`config.mk`:
```
export PLATFORM = sky130hd
export DESIGN_NAME = adc_burst_average_to_millivolts_unit
export DESIGN_NICKNAME = d
export VERILOG_FILES = /design/src/rtl/core/abm_pkg.sv /design/src/rtl/core/adc_burst_average_to_millivolts_unit.sv /design/src/rtl/core/abm_ucode_rom.sv /design/src/rtl/core/abm_sequencer.sv /design/src/rtl/core/abm_datapath.sv
export SDC_FILE = /design/constraint.sdc
export NUM_CORES = 1
export LEC_CHECK = 0
export BUFFER_PORTS_ARGS = -buffer_cell sky130_fd_sc_hd__buf_2
export CAP_MARGIN = 40
export CORE_AREA = 5 5 176 178
export DETAILED_ROUTE_END_ITERATION = 7
export DIE_AREA = 0 0 181 183
export PLACE_DENSITY = 0.85
export SYNTH_ARGS = -nofsm -noshare
export SYNTH_HDL_FRONTEND = slang
export SYNTH_SLANG_ARGS = --single-unit
```
`constraint.sdc`:
```
create_clock -name clock -period 14.6 [get_ports clock]
set_clock_uncertainty 0.15 [all_clocks]
set_input_delay 0.73 -clock clock [delete_from_list [all_inputs] [get_ports clock]]
set_output_delay 0.73 -clock clock [all_outputs]
set_load 0.05 [all_outputs]
```
`src/rtl/core/abm_pkg.sv`:
```
package abm_pkg;

   // Field and register widths
   localparam int SAMPLE_W   = 10;
   localparam int SUM_W      = 12;
   localparam int AVG_W      = 10;
   localparam int MODE_W     = 2;
   localparam int BANDGAP_W  = 11;
   localparam int AVCC_W     = 12;
   localparam int VALUE_W    = 16;
   localparam int CSR_IDX_W  = 2;
   localparam int CSR_DATA_W = 12;

   // Burst shape: first sample dropped, the rest averaged
   localparam int BURST_LEN = 4;
   localparam int POS_W     = 2;
   localparam int KEEP_DIV  = BURST_LEN - 1;

   // Full scale of 1024 counts is a shift by ten
   localparam int FS_SHIFT  = 10;
   localparam int SOLAR_NUM = 49;
   localparam int SOLAR_W   = 6;
   localparam int SOLAR_DEN = 10;

   // Divider and multiplier widths
   localparam int DVD_W  = BANDGAP_W + FS_SHIFT;
   localparam int CNT_W  = 5;
   localparam int PROD_W = AVG_W + AVCC_W;
   localparam int VADC_W = PROD_W - FS_SHIFT;
   localparam int M49_W  = VADC_W + SOLAR_W;

   // Reciprocal multiplies for the constant divides
   localparam int RECIP_W    = 16;
   localparam int AVG_RECIP  = 2731;   // ceil(2^13 / 3), exact below 8192
   localparam int AVG_SHIFT  = 13;
   localparam int AVG_PROD_W = SUM_W + RECIP_W;
   localparam int TEN_RECIP  = 52429;  // ceil(2^19 / 10), exact below 2^18
   localparam int TEN_SHIFT  = 19;
   localparam int TEN_PROD_W = M49_W + RECIP_W;
   localparam int TEN_Q_W    = TEN_PROD_W - TEN_SHIFT;

   // Microprogram
   localparam int STEP_W = 4;

   // Register reset values
   localparam logic [MODE_W-1:0]    MODE_RESET    = '0;
   localparam logic [BANDGAP_W-1:0] BANDGAP_RESET = BANDGAP_W'(1100);
   localparam logic [AVCC_W-1:0]    AVCC_RESET    = AVCC_W'(3300);

   // Register indexes
   localparam logic [CSR_IDX_W-1:0] CSR_MODE    = 2'd0;
   localparam logic [CSR_IDX_W-1:0] CSR_BANDGAP = 2'd1;
   localparam logic [CSR_IDX_W-1:0] CSR_AVCC    = 2'd2;

   // Conversion modes; anything else gives the raw average
   localparam logic [MODE_W-1:0] MODE_SUPPLY = 2'd0;
   localparam logic [MODE_W-1:0] MODE_SOLAR  = 2'd1;

   typedef enum logic [3:0] {
      OP_NOP,
      OP_AVG,
      OP_LOAD,
      OP_DIV_STEP,
      OP_MUL_AVCC,
      OP_MUL_SOLAR,
      OP_DIV_TEN,
      OP_RES_AVG,
      OP_RES_QUOT
   } op_type;

   typedef enum logic [2:0] {
      JMP_NONE,
      JMP_ALWAYS,
      JMP_DIV_BUSY,
      JMP_MODE_SUPPLY,
      JMP_MODE_SOLAR,
      JMP_AVG_ZERO
   } cond_type;

   typedef struct packed {
      op_type              op;
      cond_type            cond;
      logic [STEP_W-1:0]   target;
      logic                last;
      logic                force_sat;
   } ucode_type;

   typedef struct packed {
      logic div_busy;
      logic mode_supply;
      logic mode_solar;
      logic avg_zero;
   } stat_type;

   localparam ucode_type UCODE_NOP = '{op: OP_NOP, cond: JMP_NONE, target: '0,
                                       last: 1'b0, force_sat: 1'b0};

endpackage

```
`src/rtl/core/adc_burst_average_to_millivolts_unit.sv`:
```
// ADC burst averager. Samples arrive as req transactions; one with tuser set
// opens a burst and is dropped while the reference settles. The next three
// samples are summed as they are accepted; the third of them closes the
// burst and hands the sum to a small microcoded engine that averages it
// (floor of sum / 3) and converts by csr mode: 0 gives supply millivolts
// (bandgap_mv * 1024 / average), 1 gives solar millivolts
// ((average * avcc_mv / 1024) * 49 / 10), 2 or 3 give the raw average. Values
// above 65535, and a zero average in mode 0, come out as 65535 with tuser set.
// Samples with tuser clear outside a burst are dropped. Samples other than the
// closing one are accepted back to back while the engine is idle. The closing
// sample keeps req_tready low while the program runs. Supply millivolts use a
// restoring divider that yields one quotient bit per cycle over 21 bits; the
// divides by 3 and by 10 are reciprocal multiplies.
// The final step holds, with req_tready still low, while an older result waits
// unaccepted. The result waits in an output register, so the next burst may
// start while it is still pending. Write csr registers only while the block
// is idle.
module adc_burst_average_to_millivolts_unit
   import abm_pkg::*;
(
   input  logic                  clock,
   input  logic                  reset,
   // sample transactions
   input  logic                  req_tvalid,
   output logic                  req_tready,
   input  logic [15:0]           req_tdata,   // [9:0] sample
   input  logic                  req_tuser,   // [0] start_burst
   // result transactions
   output logic                  rsp_tvalid,
   input  logic                  rsp_tready,
   output logic [VALUE_W-1:0]    rsp_tdata,   // [15:0] value
   output logic                  rsp_tuser,   // [0] saturated
   // configuration writes
   input  logic                  csr_we,
   input  logic [CSR_IDX_W-1:0]  csr_index,
   input  logic [CSR_DATA_W-1:0] csr_wdata
);

   logic [MODE_W-1:0]    mode_ff, mode_in;
   logic [BANDGAP_W-1:0] bandgap_ff, bandgap_in;
   logic [AVCC_W-1:0]    avcc_ff, avcc_in;

   logic [POS_W-1:0]     pos_ff, pos_in;
   logic [SUM_W-1:0]     sum_ff, sum_in;

   logic                 rsp_valid_ff, rsp_valid_in;
   logic [VALUE_W-1:0]   rsp_value_ff, rsp_value_in;
   logic                 rsp_sat_ff, rsp_sat_in;

   logic                 req_fire;
   logic                 launch;
   logic                 seq_busy;
   logic                 emit;
   logic                 out_full;
   ucode_type            ctrl;
   stat_type             stat;
   logic [VALUE_W-1:0]   res_value;
   logic                 res_sat;
   logic [SAMPLE_W-1:0]  sample;
   logic [SUM_W-1:0]     sum_next;

   assign sample     = req_tdata[SAMPLE_W-1:0];
   assign req_tready = !seq_busy;
   assign req_fire   = req_tvalid && req_tready;
   assign sum_next   = sum_ff + SUM_W'(sample);

   // Hold the engine on its final step while an older result is still waiting
   assign out_full = rsp_valid_ff && !rsp_tready;

   // Burst tracking, updated on each accepted sample
   always_comb begin
      pos_in = pos_ff;
      sum_in = sum_ff;
      launch = 1'b0;
      if (req_fire) begin
         if (req_tuser) begin
            // restart the burst, drop this sample
            pos_in = POS_W'(1);
            sum_in = '0;
         end else if (pos_ff != '0) begin
            sum_in = sum_next;
            if (pos_ff == POS_W'(BURST_LEN - 1)) begin
               // closing sample: the sum stays put for the engine
               pos_in = '0;
               launch = 1'b1;
            end else begin
               pos_in = pos_ff + 1'b1;
            end
         end
      end
   end

   // Configuration registers
   always_comb begin
      mode_in    = mode_ff;
      bandgap_in = bandgap_ff;
      avcc_in    = avcc_ff;
      if (csr_we) begin
         unique case (csr_index)
            CSR_MODE:    mode_in    = csr_wdata[MODE_W-1:0];
            CSR_BANDGAP: bandgap_in = csr_wdata[BANDGAP_W-1:0];
            CSR_AVCC:    avcc_in    = csr_wdata[AVCC_W-1:0];
            default: ;
         endcase
      end
   end

   // Output register: load on emit, drop once taken
   always_comb begin
      rsp_valid_in = rsp_valid_ff;
      rsp_value_in = rsp_value_ff;
      rsp_sat_in   = rsp_sat_ff;
      if (emit) begin
         rsp_valid_in = 1'b1;
         rsp_value_in = res_value;
         rsp_sat_in   = res_sat;
      end else if (rsp_tready) begin
         rsp_valid_in = 1'b0;
      end
   end

   always_ff @(posedge clock) begin
      if (reset) begin
         mode_ff      <= MODE_RESET;
         bandgap_ff   <= BANDGAP_RESET;
         avcc_ff      <= AVCC_RESET;
         pos_ff       <= '0;
         sum_ff       <= '0;
         rsp_valid_ff <= 1'b0;
      end else begin
         mode_ff      <= mode_in;
         bandgap_ff   <= bandgap_in;
         avcc_ff      <= avcc_in;
         pos_ff       <= pos_in;
         sum_ff       <= sum_in;
         rsp_valid_ff <= rsp_valid_in;
      end
   end

   always_ff @(posedge clock) begin
      rsp_value_ff <= rsp_value_in;
      rsp_sat_ff   <= rsp_sat_in;
   end

   assign rsp_tvalid = rsp_valid_ff;
   assign rsp_tdata  = rsp_value_ff;
   assign rsp_tuser  = rsp_sat_ff;

   abm_sequencer u_seq (
      .clock  (clock),
      .reset  (reset),
      .launch (launch),
      .stall  (out_full),
      .stat   (stat),
      .ctrl   (ctrl),
      .busy   (seq_busy),
      .emit   (emit)
   );

   abm_datapath u_dp (
      .clock      (clock),
      .ctrl       (ctrl),
      .sum        (sum_ff),
      .mode       (mode_ff),
      .bandgap_mv (bandgap_ff),
      .avcc_mv    (avcc_ff),
      .stat       (stat),
      .res_value  (res_value),
      .res_sat    (res_sat)
   );

`ifndef NO_ASSERTIONS
   // A result never overwrites one that is still waiting
   a_emit_free: assert property (@(posedge clock) disable iff (reset)
      emit |-> (!rsp_valid_ff || rsp_tready))
      else $error("result emitted into a full output register");

   // A closing sample starts the engine
   a_close_runs: assert property (@(posedge clock) disable iff (reset)
      (req_fire && !req_tuser && pos_ff == POS_W'(BURST_LEN - 1)) |=> seq_busy)
      else $error("closing sample did not start the engine");

   // The output register fills only from the engine
   a_valid_source: assert property (@(posedge clock) disable iff (reset)
      $rose(rsp_valid_ff) |-> $past(emit))
      else $error("result appeared without an emit");
`endif

endmodule

```
`src/rtl/core/abm_ucode_rom.sv`:
```
module abm_ucode_rom
   import abm_pkg::*;
(
   input  logic [STEP_W-1:0] step,
   output ucode_type         word
);

   // Program: average, then branch on mode
   always_comb begin
      word = UCODE_NOP;
      unique case (step)
         4'd0: begin  // sum / 3
            word.op     = OP_AVG;
            word.cond   = JMP_MODE_SUPPLY;
            word.target = 4'd3;
         end
         4'd1: begin
            word.cond   = JMP_MODE_SOLAR;
            word.target = 4'd8;
         end
         4'd2: begin  // raw average
            word.op   = OP_RES_AVG;
            word.last = 1'b1;
         end
         4'd3: begin  // supply: guard the zero average
            word.cond   = JMP_AVG_ZERO;
            word.target = 4'd7;
         end
         4'd4: word.op = OP_LOAD;
         4'd5: begin
            word.op     = OP_DIV_STEP;
            word.cond   = JMP_DIV_BUSY;
            word.target = 4'd5;
         end
         4'd6: begin
            word.op   = OP_RES_QUOT;
            word.last = 1'b1;
         end
         4'd7: begin
            word.op        = OP_RES_QUOT;
            word.force_sat = 1'b1;
            word.last      = 1'b1;
         end
         4'd8:  word.op = OP_MUL_AVCC;   // solar: avg * avcc
         4'd9:  word.op = OP_MUL_SOLAR;  // (prod >> 10) * 49
         4'd10: word.op = OP_DIV_TEN;    // / 10
         4'd11: begin
            word.op   = OP_RES_QUOT;
            word.last = 1'b1;
         end
         default: begin
            word.op   = OP_RES_AVG;
            word.last = 1'b1;
         end
      endcase
   end

endmodule

```
`src/rtl/core/abm_sequencer.sv`:
```
module abm_sequencer
   import abm_pkg::*;
(
   input  logic      clock,
   input  logic      reset,
   input  logic      launch,
   input  logic      stall,
   input  stat_type  stat,
   output ucode_type ctrl,
   output logic      busy,
   output logic      emit
);

   logic [STEP_W-1:0] step_ff, step_in;
   logic              run_ff, run_in;
   ucode_type         word;
   logic              take;

   abm_ucode_rom u_rom (
      .step (step_ff),
      .word (word)
   );

   always_comb begin
      unique case (word.cond)
         JMP_NONE:        take = 1'b0;
         JMP_ALWAYS:      take = 1'b1;
         JMP_DIV_BUSY:    take = stat.div_busy;
         JMP_MODE_SUPPLY: take = stat.mode_supply;
         JMP_MODE_SOLAR:  take = stat.mode_solar;
         JMP_AVG_ZERO:    take = stat.avg_zero;
         default:         take = 1'b0;
      endcase
   end

   assign ctrl = run_ff ? word : UCODE_NOP;
   assign busy = run_ff;
   assign emit = run_ff && word.last && !stall;

   always_comb begin
      run_in  = run_ff;
      step_in = step_ff;
      if (launch) begin
         run_in  = 1'b1;
         step_in = '0;
      end else if (run_ff) begin
         if (word.last) begin
            // hold on the final step until the output register frees up
            if (!stall) begin
               run_in  = 1'b0;
               step_in = '0;
            end
         end else begin
            step_in = take ? word.target : step_ff + 1'b1;
         end
      end
   end

   always_ff @(posedge clock) begin
      if (reset) begin
         run_ff  <= 1'b0;
         step_ff <= '0;
      end else begin
         run_ff  <= run_in;
         step_ff <= step_in;
      end
   end

endmodule

```
`src/rtl/core/abm_datapath.sv`:
```
module abm_datapath
   import abm_pkg::*;
(
   input  logic                 clock,
   input  ucode_type            ctrl,
   input  logic [SUM_W-1:0]     sum,
   input  logic [MODE_W-1:0]    mode,
   input  logic [BANDGAP_W-1:0] bandgap_mv,
   input  logic [AVCC_W-1:0]    avcc_mv,
   output stat_type             stat,
   output logic [VALUE_W-1:0]   res_value,
   output logic                 res_sat
);

   logic [AVG_W-1:0]  rem_ff, rem_in;
   logic [DVD_W-1:0]  quo_ff, quo_in;
   logic [CNT_W-1:0]  cnt_ff, cnt_in;
   logic [AVG_W-1:0]  avg_ff, avg_in;
   logic [PROD_W-1:0] prod_ff, prod_in;

   logic [AVG_PROD_W-1:0] avg_prod;
   logic [AVG_W:0]        trial;
   logic                  fits;
   logic [VADC_W-1:0]     vadc;
   logic [M49_W-1:0]      m49;
   logic [TEN_PROD_W-1:0] ten_prod;
   logic                  quo_over;

   // floor of sum / 3 by reciprocal multiply
   assign avg_prod = sum * RECIP_W'(AVG_RECIP);

   // one restoring divide bit per step, divisor is the average
   assign trial = {rem_ff, quo_ff[DVD_W-1]};
   assign fits  = trial >= {1'b0, avg_ff};
   assign vadc  = prod_ff[PROD_W-1:FS_SHIFT];
   assign m49   = vadc * SOLAR_W'(SOLAR_NUM);

   // floor of x / 10 by reciprocal multiply
   assign ten_prod = prod_ff[M49_W-1:0] * RECIP_W'(TEN_RECIP);

   always_comb begin
      rem_in  = rem_ff;
      quo_in  = quo_ff;
      cnt_in  = cnt_ff;
      avg_in  = avg_ff;
      prod_in = prod_ff;
      unique case (ctrl.op)
         OP_AVG: avg_in = avg_prod[AVG_SHIFT +: AVG_W];
         OP_LOAD: begin
            rem_in = '0;
            quo_in = {bandgap_mv, {FS_SHIFT{1'b0}}};
            cnt_in = CNT_W'(DVD_W - 1);
         end
         OP_DIV_STEP: begin
            rem_in = fits ? AVG_W'(trial - {1'b0, avg_ff}) : trial[AVG_W-1:0];
            quo_in = {quo_ff[DVD_W-2:0], fits};
            cnt_in = cnt_ff - 1'b1;
         end
         OP_MUL_AVCC:  prod_in = avg_ff * avcc_mv;
         OP_MUL_SOLAR: prod_in = PROD_W'(m49);
         OP_DIV_TEN:   quo_in  = DVD_W'(ten_prod[TEN_SHIFT +: TEN_Q_W]);
         default: ;
      endcase
   end

   always_ff @(posedge clock) begin
      rem_ff  <= rem_in;
      quo_ff  <= quo_in;
      cnt_ff  <= cnt_in;
      avg_ff  <= avg_in;
      prod_ff <= prod_in;
   end

   assign stat.div_busy    = cnt_ff != '0;
   assign stat.mode_supply = mode == MODE_SUPPLY;
   assign stat.mode_solar  = mode == MODE_SOLAR;
   assign stat.avg_zero    = avg_ff == '0;

   // clip anything past 16 bits
   assign quo_over = |quo_ff[DVD_W-1:VALUE_W];

   always_comb begin
      if (ctrl.op == OP_RES_AVG) begin
         res_value = VALUE_W'(avg_ff);
         res_sat   = 1'b0;
      end else begin
         res_sat   = quo_over || ctrl.force_sat;
         res_value = res_sat ? '1 : quo_ff[VALUE_W-1:0];
      end
   end

endmodule
```
## Yosys cells after proc, flatten, opt, wreduce, memory -nomap -nowiden

Cells that the tools add are included.

| word-level totals | value |
|---|---|
| input bits | 36 |
| word-level logic and storage cells | 113 |
| output and inout port bits | 19 |
| register bits after elaboration | 130 |

| cells by class | value |
|---|---|
| eq/ne operators | 27 |
| order comparisons | 1 |
| reductions and logical operators | 29 |
| muxes and demuxes | 31 |
| $mul | 4 |
| add/sub/neg operators | 5 |

Operator list:

| cell | number |
|---|---|
| 21-bit one-hot mux with 3 select lines | 1 |
| 22-bit one-hot mux with 2 select lines | 1 |
| 18-bit by 16-bit multiplier with 34-bit output (second input constant) | 1 |
| 4-bit by 3-bit equality test with 1-bit output (second input constant) | 8 |
| 4-bit one-hot mux with 8 select lines | 1 |
| 7-bit one-hot mux with 4 select lines | 1 |
| 12-bit 2-to-1 mux | 2 |
| 12-bit by 12-bit multiplier with 23-bit output (second input constant) | 1 |
| 10-bit by 12-bit multiplier with 22-bit output | 1 |
| 10-bit 2-to-1 mux | 2 |
| 10-bit one-hot mux with 2 select lines | 1 |
| 12-bit by 6-bit multiplier with 18-bit output (second input constant) | 1 |
| 4-bit equality test (second input constant) | 4 |
| 16-bit 2-to-1 mux | 1 |
| 13-bit 2-to-1 mux | 1 |
| 12-bit by 10-bit adder with 12-bit output | 1 |
| 4-bit by 2-bit equality test with 1-bit output (second input constant) | 3 |
| 1-bit 2-to-1 mux | 12 |
| 4-bit 2-to-1 mux | 3 |
| 11-bit by 10-bit >= comparator with 1-bit output | 1 |
| 10-bit logical NOT | 1 |
| 5-bit one-hot mux with 2 select lines | 1 |
| 2-bit AND reduction | 5 |
| 2-bit nonzero test | 5 |
| 24 further kinds | 38 |

## Depth between registers and ports, before layout

Gate-level depths: netlist (run 1).

| logic depth | value |
|---|---|
| word-level depth | 7 |
| depth in mapped cells | 22 |
| depth with buffers taken out | 21 |

## Modules after synthesis

Synthesis (run 1) repeated with hierarchy kept, for this count alone.

| unflattened totals | value |
|---|---|
| cells, all modules | 2024 |
| area total of the unflattened synthesis | 18899.4 µm² |

By module, submodules not included:

| module | area an instance (µm²) | cells an instance | instances | seq. area each (µm²) |
|---|---|---|---|---|
| abm_datapath | 15762.6 | 1681 | 1 | 2042.0 |
| adc_burst_average_to_millivolts_unit | 2476.1 | 250 | 1 | 1311.3 |
| abm_sequencer | 442.9 | 59 | 1 | 100.1 |
| abm_ucode_rom | 217.7 | 34 | 1 | 0.0 |

## Least setup slack after synthesis (run 1)

OpenSTA, ideal clock, no wires.

| path | value |
|---|---|
| path type | register -> register |
| start point | register u_dp.prod_ff[10] |
| end point | register u_dp.quo_ff[13], data pin |
| clock period less this slack | 5.650 ns |
| setup time | 0.267 ns |
| arrival | 5.234 ns |
| slack | 8.950 ns |
| buffers on the path | 0 |
| cell stages (with the launch flop) | 19 |
| data required time | 14.183 ns |
| cell sequence | edfxtp_1 > ha_1 > fa_1 > inv_1 > fa_1 > fa_1 > inv_1 > fa_1 > inv_1 > fa_1 > inv_1 > ha_1 > a21o_1 > a21oi_1 > a311o_1 > nand2_1 > o32ai_1 > xor2_1 > o21ai_0 |

| on the way | value |
|---|---|
| cells in the longest elaborated chain, start to end | 2 |

RTL lines:

| element | line | text |
|---|---|---|
| start, declared | abm_datapath.sv:19 | `logic [PROD_W-1:0] prod_ff, prod_in;` |
| start signal, assigned | abm_datapath.sv:71 | `prod_ff <= prod_in;` |
| 18-bit by 16-bit multiplier with 34-bit output | abm_datapath.sv:39 | `assign ten_prod = prod_ff[M49_W-1:0] * RECIP_W'(TEN_RECIP);` |
| 21-bit one-hot mux with 3 select lines | abm_datapath.sv:47 | `unique case (ctrl.op)` |
| net u_dp.quo_in[13] | abm_datapath.sv:16 | `logic [DVD_W-1:0] quo_ff, quo_in;` |
| end signal, assigned | abm_datapath.sv:68 | `quo_ff <= quo_in;` |
| end, declared | abm_datapath.sv:16 |  |

The timed path passes the listed nets, and every way through them passes these cells.
A chain may end at the register's enable or synchronous reset.

## Worst setup path in the final report (run 1)

| path | value |
|---|---|
| start point | register u_dp.prod_ff[0] |
| end point | register u_dp.quo_ff[13], data pin |

The elaborated chain is that of the path after synthesis.

==> flow_metrics.tcl, run 1 <==
set metrics [dict create \
    drive_above_1_share_pct 4.895 \
    pre_cts_ws_ps 8320 \
    fin_nets 2619 \
    synth-main-ff-cell "sky130_fd_sc_hd__edfxtp_1" \
    hold_buffers 0 \
    critPathRequiredTime_ps 14590 \
    wire_length_of_the_first_global_routing_pass_um 74620 \
    clk_transition_reported_paths_ps 60 \
    yosysWarnings 0 \
    multiInputGateArea_um2 13550 \
    clock_sink_count 130 \
    finish.utilization_pct 67.84 \
    die_area_um2 33120 \
    cts_inserted_buffers 17 \
    power.total_mw 1.287 \
    synthArstFlopShare_pct 0 \
    gr-usage-all-layers_pct 27.66 \
    cp_slowest_cell "sky130_fd_sc_hd__o31ai_1" \
    final-max-slew-violation-count 0 \
    vias_per_cell 5.875 \
    post-route-worst-setup-slack_ps 8210 \
    seqCellArea_um2 3453 \
    hold_path.class "flop to flop" \
    n_antenna_cell 0 \
    synth-seq-area-share_pct 18.45 \
    max_slew_margin_pct 39.15 \
    pleak_nw 10.11 \
    grt_overflow_total 0 \
    biggest_area_contributors_in_the_synthesized_netlist "sky130_fd_sc_hd__fa_1 (23%), sky130_fd_sc_hd__ha_1 (22%), sky130_fd_sc_hd__edfxtp_1 (14%)" \
    peakVddDrop_v 0.00007150 \
    critical_path.endpoint_type "flop" \
    antenna_found_initial 0 \
    finalCriticalPeriod_ps 6390 \
    ys_top_cells_by_count "sky130_fd_sc_hd__inv_1 (396), sky130_fd_sc_hd__ha_1 (334), sky130_fd_sc_hd__fa_1 (219)" \
    drt_iter0_drc 1186 \
    final_cell_area_excluding_filler_cells_um2 19840 \
    seqPwrFrac_pct 32.8 \
    grt_setup_unrepaired "false" \
    fin_hold_ws_ps 320.0 \
    max-cap-violations 0 \
    buffer_ports.inserted 48 \
    crit_path_max_fanout 6 \
    synth_edf_count 85 \
    finalNonFillerCells 2433 \
    worst_setup_start_kind "flop" \
    clock_path_buffers 2 \
    placer_congestion 0.9990 \
    worstPathArrival_ps 6380 \
    worst_skew_late_latency_ps 430 \
    area_overhead_of_the_layout_relative_to_synthesis_pct 5.975 \
    power.switching_fraction_pct 34.20 \
    tns_ps 0 \
    drt-wirelength-per-cell_um 18.41 \
    hold_violations 0 \
    die_w_um 181 \
    synthDistinctLibCells 67 \
    ys_ff_latch 130 \
    route.final.wire_length_um 44780 \
    route.detailed.drc 0 \
    placed_cells 2400 \
    power_report.internal_total_mw 0.8469 \
    path_cells "ha_1, ha_1, inv_1, fa_1, inv_1, fa_1, fa_1, inv_1, fa_1, inv_1, ha_1, a21oi_1, nand3b_1, o31ai_1, nor3_1, o32ai_1, xor2_1, o21ai_0" \
    drt_pass1_iterations 5 \
    crit_path_max_incr_delay_ps 550 \
    cts.repair.resized 0 \
    post_synthesis_instance_total 2018 \
    cts_tree "yes" \
    core_region_area_um2 29240 \
    post_synth_instance_area_um2 18720 \
    cts.repair_timing.setup_buffer_count 0 \
    worst_slew_pin_slew_ps 912.0 \
    layout_worst_path_cycle_share_pct 43.77 \
    dpl.hpwl_um 35570 \
    cts-htree-levels 4 \
    net-switching-power_mw 0.4402 \
    timing.fmax_mhz 156.5 \
    fill_cells 2082 \
    hold_depth 2 \
    syn_nets 2607 \
    chipHeight_um 183 \
    criticalPathCategory "flop to flop" \
    share_clk_of_total_power_pct 32.7 \
    postPlaceCellArea_um2 19260 \
    vias_after_detailed_routing 14294 \
    clockRootBuffer "sky130_fd_sc_hd__clkbuf_16" \
    initial_core_util_pct 64.01 \
    num_rows 63 \
    power_frac_comb_pct 34.5 \
    power_per_cell_area_nw_per_um2 64.88 \
    vias_in_the_first_global_route 15293 \
    detail-route-antenna-nets 0 \
    synth_area_per_cell_um2 9.277 \
    synth.largest_area_cell "sky130_fd_sc_hd__fa_1" \
    outcome "complete, no violations" \
    grt_max_degree 42 \
    synth_top_area_share_pct 23.42 \
    setup-violations-final 0 \
    yosys.cell_count.top_type "sky130_fd_sc_hd__inv_1" \
    design.portCount 55 \
    timing.reg2reg.worst_path_depth 18 \
]
[power groups by stage]
stage / Combinational (mW) / Clock [mW] / Sequential [mW]
after floorplan: 0.340 / 0 / 0.424
after global placement: 0.413 / 0 / 0.430
after detailed placement: 0.437 / 0 / 0.430
after CTS: 0.441 / 0.422 / 0.422
after global routing: 0.505 / 0.441 / 0.423
final: 0.443 / 0.421 / 0.422
[metal layers]
layer	GRT usage, %	up-vias	share of wire (%)
met1	34.30	7013	40
li1	-	6622	-
met3	4.106	127	5.9
met2	49.87	532	51
met5	0	-	0
met4	9.246	0	3.5
[critical path, delay by kind of cell, from the launching register on]
kind	cells	cell delay, ps
adder cells (fa/ha/maj)	7	3190
AO/OA/AOI/OAI	4	1540
flip-flops	1	510
AND/OR/NAND/NOR	2	310
buffers and inverters	4	200
XOR/XNOR	1	180
[worst paths after layout]
| kind | endpoint | start | slack, ps |
|---|---|---|---|
| max | u_dp.quo_ff[13] | u_dp.prod_ff[0] | 8210 |
| min | bandgap_ff[8] | bandgap_ff[8] | 320 |
| max reg2reg | u_dp.quo_ff[13] | u_dp.prod_ff[0] | 8210 |
| min reg2reg | bandgap_ff[8] | bandgap_ff[8] | 320 |
[placed cells by master (no fill, tap or decap), drive strengths merged, types with 4 or more instances in the layout]
| cell type | Yosys | final |
|---|---|---|
| a211oi | 12 | 12 |
| a21o | 21 | 21 |
| a21oi | 89 | 89 |
| a22oi | 15 | 15 |
| a31o | 5 | 5 |
| a31oi | 6 | 6 |
| and2 | 58 | 58 |
| and3 | 10 | 10 |
| buf | 4 | 53 |
| clkbuf | 56 | 18 |
| dfxtp | 45 | 45 |
| edfxtp | 85 | 85 |
| fa | 219 | 219 |
| ha | 334 | 334 |
| inv | 396 | 403 |
| mux2i | 12 | 12 |
| nand2 | 201 | 201 |
| nand2b | 13 | 13 |
| nand3 | 19 | 19 |
| nand3b | 14 | 14 |
| nand4 | 10 | 10 |
| nor2 | 102 | 102 |
| nor2b | 14 | 14 |
| nor3 | 20 | 20 |
| nor4 | 9 | 9 |
| o211ai | 6 | 6 |
| o21a | 23 | 23 |
| o21ai | 75 | 75 |
| o21bai | 7 | 7 |
| o31ai | 4 | 4 |
| or2 | 8 | 8 |
| or3 | 7 | 7 |
| xnor2 | 45 | 45 |
| xor2 | 33 | 33 |
[kinds of logic after synthesis]
group | after synthesis | share of synthesized area [%]
buf+inv | 456 | 9.163
simple gates | 499 | 12.65
xor+xnor | 78 | 3.649
flops | 130 | 18.45
mux | 12 | 0.6417
compound gates | 290 | 9.705
fa+ha+maj | 553 | 45.74
[registers in the layout (all words and copies together) (netlist names)]
| signal | cells |
|---|---|
| avcc_ff | 12 |
| bandgap_ff | 11 |
| mode_ff | 2 |
| pos_ff | 2 |
| rsp_tdata | 16 |
| rsp_tuser | 1 |
| rsp_tvalid | 1 |
| sum_ff | 12 |
| u_dp.avg_ff | 10 |
| u_dp.cnt_ff | 5 |
| u_dp.prod_ff | 22 |
| u_dp.quo_ff | 21 |
| u_dp.rem_ff | 10 |
| u_seq.busy | 1 |
| u_seq.step_ff | 4 |
[final cells by class]
type	count	area share, %
clock buffers	18	2.163
well taps	390	2.460
repair buffers	53	1.438
inverters	396	7.492
clock inverters	14	0.7316
multi-input cells	1432	68.31
flip-flops and latches	130	17.41
Power figures use the tool's default switching activity.
==> inputs of run 2 (changes only) <==
- clock period: 14.6 -> 6.4 ns (I/O delays scaled with it)
==> run 2 against run 1 <==
Compared with the run above: power grew 130%; first-iteration DRC count shrank 5.2%; die area is the same; cell area grew 0.51%; worst hold slack lost 300 ps; clock power grew 130%; core utilization grew 0.35 points; global-route usage shrank 0.072 points; critical endpoint unchanged.
==> flow_metrics.tcl, run 2 (synthesized netlist as in run 1, its figures left out) <==
set metrics [dict create \
    outcome "complete, no violations" \
    gr-usage-met2_pct 48.73 \
    worst_slew_pin_slew_ps 976.1 \
    core_region_area_um2 29240 \
    layout_worst_path_cycle_share_pct 95.51 \
    design.portCount 55 \
    max_slew_margin_pct 34.75 \
    critical_path_start "u_dp.prod_ff[5]" \
    worstPathArrival_ps 6120 \
    vias_after_detailed_routing 14391 \
    largest_register_ffs 22 \
    clock_path_buffers 2 \
    clock_sink_count 130 \
    drt_iter0_drc 1124 \
    criticalPathCategory "flop to flop" \
    worst_setup_start_kind "flop" \
    cts-htree-levels 4 \
    placer_congestion 0.9233 \
    area_overhead_of_the_layout_relative_to_synthesis_pct 6.517 \
    route.final.wire_length_um 44780 \
    final_cell_mix "sky130_fd_sc_hd__inv_1 (396), sky130_fd_sc_hd__ha_1 (334), sky130_fd_sc_hd__fa_1 (219), sky130_fd_sc_hd__nand2_1 (201), sky130_fd_sc_hd__nor2_1 (102)" \
    cts_inserted_buffers 17 \
    clockRootBuffer "sky130_fd_sc_hd__clkbuf_16" \
    drt_pass1_iterations 8 \
    dpl.hpwl_um 36350 \
    crit_path_max_fanout 7 \
    route.detailed.drc 0 \
    hp_start "csr_wdata[0]" \
    fin_nets 2632 \
    grt_overflow_total 0 \
    layout_commonest_cell "sky130_fd_sc_hd__inv_1" \
    fin_hold_ws_ps 15.46 \
    power.total_mw 2.946 \
    n_antenna_cell 0 \
    timing.rr.start "u_dp.prod_ff[5]" \
    die_area_um2 33120 \
    setup-violations-final 0 \
    timing.fmax_mhz 163.6 \
    num_rows 63 \
    placed_cells 2413 \
    pleak_nw 10.18 \
    gr-usage-all-layers_pct 27.58 \
    chipHeight_um 183 \
    cts.repair_timing.setup_buffer_count 0 \
    final-max-slew-violation-count 0 \
    detail-route-antenna-nets 0 \
    vias_per_cell 5.883 \
    peakVddDrop_v 0.0001817 \
    drt-wirelength-per-cell_um 18.31 \
    finalNonFillerCells 2446 \
    critPathRequiredTime_ps 6400 \
    buffer_ports.inserted 48 \
    grt_max_degree 42 \
    finalCriticalPeriod_ps 6113 \
    drive_above_1_share_pct 5.496 \
    grt.met3_usage_pct 4.661 \
    max-cap-violations 0 \
    critical_path.endpoint_type "flop" \
    hold_path.class "input pin to flop" \
    cts_tree "yes" \
    vias_in_the_first_global_route 15394 \
    grt_util_met1_pct 34.03 \
    grt_setup_unrepaired "false" \
    power_per_cell_area_nw_per_um2 147.8 \
    worst_skew_late_latency_ps 440 \
    clk_transition_reported_paths_ps 60 \
    tns_ps 0 \
    wire_length_of_the_first_global_routing_pass_um 74380 \
    largest_register "u_dp.prod_ff" \
    grt.busiest_layer "met2" \
    hold_violations 0 \
    die_w_um 181 \
    initial_core_util_pct 64.01 \
    antenna_found_initial 1 \
]
-- run 2: cell types whose count changed in the layout (fill, tap and decap cells not counted), moves of 2 or more --
cell | previous run | this run
sky130_fd_sc_hd__buf_4 | 3 | 16
sky130_fd_sc_hd__clkinvlp_4 | 3 | 1
sky130_fd_sc_hd__clkinv_2 | 0 | 3
sky130_fd_sc_hd__inv_6 | 5 | 3
sky130_fd_sc_hd__buf_6 | 2 | 0
-- run 2: repair_timing --
| item | CTS | global route |
|---|---|---|
| resized for setup | 0 | 1 |
| endpoints found under the setup margin | 0 | 1 |
| hold buffers | 1 | 0 |
| hold endpoints to repair | 1 | 0 |
-- run 2: area by class of cell --
type | count | area (um2)
flip-flops and latches | 130 | 3453
well taps | 390 | 488.0
fillers | 2181 | 9304
clock buffers | 18 | 439.2
clock inverters | 14 | 128.9
repair buffers | 66 | 385.4
inverters | 396 | 1486
multi-input cells | 1432 | 13560
-- run 2: worst paths after layout --
check        depth (start not counted)  slack [ps]              end
max reg2reg                         18         290  u_dp.quo_ff[13]
max                                 18         290  u_dp.quo_ff[13]
min reg2reg                          2         320    bandgap_ff[5]
min                                  3          20    bandgap_ff[0]
-- run 2: layer usage --
| metal | routed length [um] | vias to the layer above |
|---|---|---|
| li1 | - | 6655 |
| met1 | 17380 | 7040 |
| met2 | 22760 | 551 |
| met3 | 2876 | 143 |
| met4 | 1741 | 2 |
| met5 | 11 | - |
-- run 2: where the power goes --
| group | switching, mW | leakage [nW] | total [mW] | internal, mW |
|---|---|---|---|---|
| Sequential | 0.0188 | 1.19 | 0.962 | 0.944 |
| Combinational | 0.588 | 8.71 | 1.03 | 0.441 |
| Clock | 0.406 | 0.280 | 0.955 | 0.549 |
-- run 2: per-stage QoR --
step	util, %	instance area (um2)	setup WS [ps]
2_1_floorplan	-	18720	749.5
3_3_place_gp	66.08	19320	384.1
3_5_place_dp	66.18	19350	262.7
4_1_cts	68.16	19930	143.3
5_1_grt	68.19	19940	2.299
6_report	68.19	19940	287.3
-- run 2: critical path: stages (launching register included) --
cell and delay [ps]:
sky130_fd_sc_hd__edfxtp_1 540, sky130_fd_sc_hd__ha_1 420, sky130_fd_sc_hd__ha_1 310, sky130_fd_sc_hd__inv_1 50
sky130_fd_sc_hd__fa_1 520, sky130_fd_sc_hd__inv_1 50, sky130_fd_sc_hd__fa_1 510, sky130_fd_sc_hd__fa_1 560
sky130_fd_sc_hd__inv_1 60, sky130_fd_sc_hd__fa_1 530, sky130_fd_sc_hd__inv_1 40, sky130_fd_sc_hd__ha_1 370
sky130_fd_sc_hd__a21oi_1 300, sky130_fd_sc_hd__nand3b_1 150, sky130_fd_sc_hd__o31ai_1 420, sky130_fd_sc_hd__nor3_1 150
sky130_fd_sc_hd__o32ai_2 380, sky130_fd_sc_hd__xor2_1 210, sky130_fd_sc_hd__o21ai_0 100
==> inputs of run 3 (changes only) <==
- ABC_AREA: unset -> 1
- CORE_AREA: 5 5 176 178 -> 5 5 208 210
- DIE_AREA: 0 0 181 183 -> 0 0 213 215
- PLACE_DENSITY: 0.85 -> 0.68
==> run 3 against run 2 <==
Compared with the run above: first-iteration DRC count decreased by 10%; sequential cell count unchanged; count of clock-buffer cells in the layout shrank 1; register-to-register slack improved by 210 ps.
==> flow_metrics.tcl, run 3 <==
set metrics [dict create \
    tns_ps 0 \
    synthArstFlopShare_pct 0 \
    pleak_nw 11.79 \
    antenna_found_initial 0 \
    synth_area_per_cell_um2 7.846 \
    cts_inserted_buffers 17 \
    core_region_area_um2 41380 \
    synth-seq-area-share_pct 17.09 \
    hold_buffers 5 \
    final-max-slew-violation-count 0 \
    clk_transition_reported_paths_ps 70 \
    post_synthesis_instance_total 2576 \
    biggest_area_contributors_in_the_synthesized_netlist "sky130_fd_sc_hd__fa_1 (22%), sky130_fd_sc_hd__ha_1 (21%), sky130_fd_sc_hd__edfxtp_1 (13%)" \
    postPlaceCellArea_um2 21040 \
    layout_commonest_cell "sky130_fd_sc_hd__inv_1" \
    max-cap-violations 0 \
    synth_edf_count 85 \
    clockRootBuffer "sky130_fd_sc_hd__clkbuf_16" \
    buffer_ports.inserted 48 \
    placed_cells 3128 \
    reg2reg_setup_slack_ps 490 \
    outcome "complete, no violations" \
    synth-main-ff-cell "sky130_fd_sc_hd__edfxtp_1" \
    gr-usage-all-layers_pct 22.78 \
    placer_congestion 0.9296 \
    drt-wirelength-per-cell_um 16.04 \
    chipHeight_um 215 \
    ys_top_cells_by_count "sky130_fd_sc_hd__inv_1 (583), sky130_fd_sc_hd__nand2_1 (572), sky130_fd_sc_hd__ha_1 (334)" \
    multiInputGateArea_um2 14360 \
    largest_register_ffs 22 \
    critical_path.endpoint_type "flop" \
    critPathRequiredTime_ps 6460 \
    n_antenna_cell 0 \
    grt_max_degree 31 \
    synth.largest_area_cell "sky130_fd_sc_hd__fa_1" \
    initial_core_util_pct 48.84 \
    timing.rr.start "u_dp.prod_ff[10]" \
    criticalPathCategory "flop to flop" \
    grt_setup_unrepaired "false" \
    seqCellArea_um2 3453 \
    cts.repair_timing.setup_buffer_count 0 \
    detail-route-antenna-nets 0 \
    timing.reg2reg.worst_path_depth 20 \
    ys_ff_latch 130 \
    num_rows 75 \
    worst_slew_pin_slew_ps 871.2 \
    route.final.wire_length_um 50760 \
    die_w_um 213 \
    clock_path_buffers 2 \
    synth_top_area_share_pct 21.69 \
    final_cell_mix "sky130_fd_sc_hd__inv_1 (583), sky130_fd_sc_hd__nand2_1 (572), sky130_fd_sc_hd__ha_1 (334), sky130_fd_sc_hd__fa_1 (219), sky130_fd_sc_hd__nor2_1 (169)" \
    wire_length_of_the_first_global_routing_pass_um 84580 \
    rr_endpoint "u_dp.quo_ff[8]" \
    worstPathArrival_ps 5970 \
    yosys.cell_count.top_type "sky130_fd_sc_hd__inv_1" \
    power.total_mw 2.640 \
    layout_worst_path_cycle_share_pct 92.30 \
    worst_setup_start_kind "flop" \
    final_cell_area_excluding_filler_cells_um2 21630 \
    vias_in_the_first_global_route 16735 \
    finalCriticalPeriod_ps 5907 \
    drt_pass1_iterations 5 \
    hold_path.class "input pin to flop" \
    design.portCount 55 \
    finish.utilization_pct 52.28 \
    post_synth_instance_area_um2 20210 \
    max_slew_margin_pct 41.92 \
    fill_cells 3966 \
    vias_after_detailed_routing 16684 \
    yosysWarnings 0 \
    drt_iter0_drc 1009 \
    cts.repair.resized 0 \
    route.detailed.drc 0 \
    hold_violations 0 \
    clock_sink_count 130 \
    dpl.hpwl_um 42790 \
    vias_per_cell 5.271 \
    cts-htree-levels 4 \
    grt_overflow_total 0 \
    peakVddDrop_v 0.0001790 \
    syn_nets 3165 \
    power_per_cell_area_nw_per_um2 122.0 \
    finalNonFillerCells 3165 \
    area_overhead_of_the_layout_relative_to_synthesis_pct 7.045 \
    worst_skew_late_latency_ps 450 \
    critical_path_start "u_dp.prod_ff[10]" \
    cts_tree "yes" \
    die_area_um2 45800 \
    crit_path_max_fanout 7 \
    timing.fmax_mhz 169.3 \
    synthDistinctLibCells 42 \
    drive_above_1_share_pct 4.722 \
    fin_nets 3202 \
    setup-violations-final 0 \
    largest_register "u_dp.prod_ff" \
    setup.worst_path.end "u_dp.quo_ff[8]" \
]
run 3: cell count changes in the layout (fill, tap and decap cells not counted), moves of 15 or more:
cell,previous run,this run
sky130_fd_sc_hd__o21a_1,23,1
sky130_fd_sc_hd__xnor2_1,45,17
sky130_fd_sc_hd__and2_1,57,1
sky130_fd_sc_hd__nand2_1,201,572
sky130_fd_sc_hd__nand3_1,19,121
sky130_fd_sc_hd__inv_1,396,583
sky130_fd_sc_hd__a21oi_1,88,135
sky130_fd_sc_hd__a21o_1,21,6
sky130_fd_sc_hd__nor2_1,102,169
run 3: cell families (layout without fill, tap and decap cells):
kind of cell	Yosys count	count (layout)	share of synthesized area, %
simple gates	940	940	19.22
xor+xnor	55	55	2.383
fa+ha+maj	553	553	42.37
flops	130	130	17.09
buf+inv	634	684	11.89
compound gates	264	264	7.045
run 3: worst max-delay path, cell delays in order, from the launching register on:
cell and delay (ps):
sky130_fd_sc_hd__edfxtp_1 580, sky130_fd_sc_hd__ha_1 500, sky130_fd_sc_hd__fa_1 570, sky130_fd_sc_hd__inv_1 60
sky130_fd_sc_hd__fa_1 520, sky130_fd_sc_hd__fa_1 550, sky130_fd_sc_hd__inv_1 60, sky130_fd_sc_hd__fa_1 520
sky130_fd_sc_hd__inv_1 50, sky130_fd_sc_hd__fa_1 520, sky130_fd_sc_hd__inv_1 40, sky130_fd_sc_hd__ha_1 360
sky130_fd_sc_hd__nand2_1 120, sky130_fd_sc_hd__nor2_1 150, sky130_fd_sc_hd__inv_1 90, sky130_fd_sc_hd__nor3_1 270
sky130_fd_sc_hd__o21ai_0 210, sky130_fd_sc_hd__nand3_1 130, sky130_fd_sc_hd__nand2_1 50, sky130_fd_sc_hd__nand3_1 100
sky130_fd_sc_hd__nand2_1 50
run 3: metal layers:
metal	global-route usage, %	wire length, um
met2	37.52	24430
met3	2.990	2471
met1	31.89	22810
met4	5.675	1050
met5	0	0
run 3: worst min path at each step:
stage | startpoint | to | cells after the start
global route | csr_wdata[1] | avcc_ff[1] | 3
global placement | bandgap_ff[10] | bandgap_ff[10] | 2
finish | csr_wdata[6] | avcc_ff[6] | 3
detailed placement | bandgap_ff[10] | bandgap_ff[10] | 2
floorplan | bandgap_ff[10] | bandgap_ff[10] | 2
CTS | csr_wdata[1] | avcc_ff[1] | 3
run 3: stage by stage:
step	worst slack (ps)	hold slack (ps)
final	493.0	22.21
after detailed placement	583.8	297.0
after floorplan	1199	279.5
after global routing	255.5	0.1497
after CTS	576.9	0.9119
after global placement	677.3	302.5
run 3: area by class of cell:
class | count | area share, %
clock inverters | 15 | 0.5610
inverters | 588 | 10.20
multi-input cells | 1812 | 66.36
flip-flops and latches | 130 | 15.96
clock buffers | 17 | 1.966
repair buffers | 64 | 1.828
well taps | 539 | 3.117
run 3: where the power goes:
group          switching (mW)  internal, mW
Clock                   0.442         0.505
Sequential             0.0251         0.922
Combinational           0.461         0.285
Total                   0.929          1.71
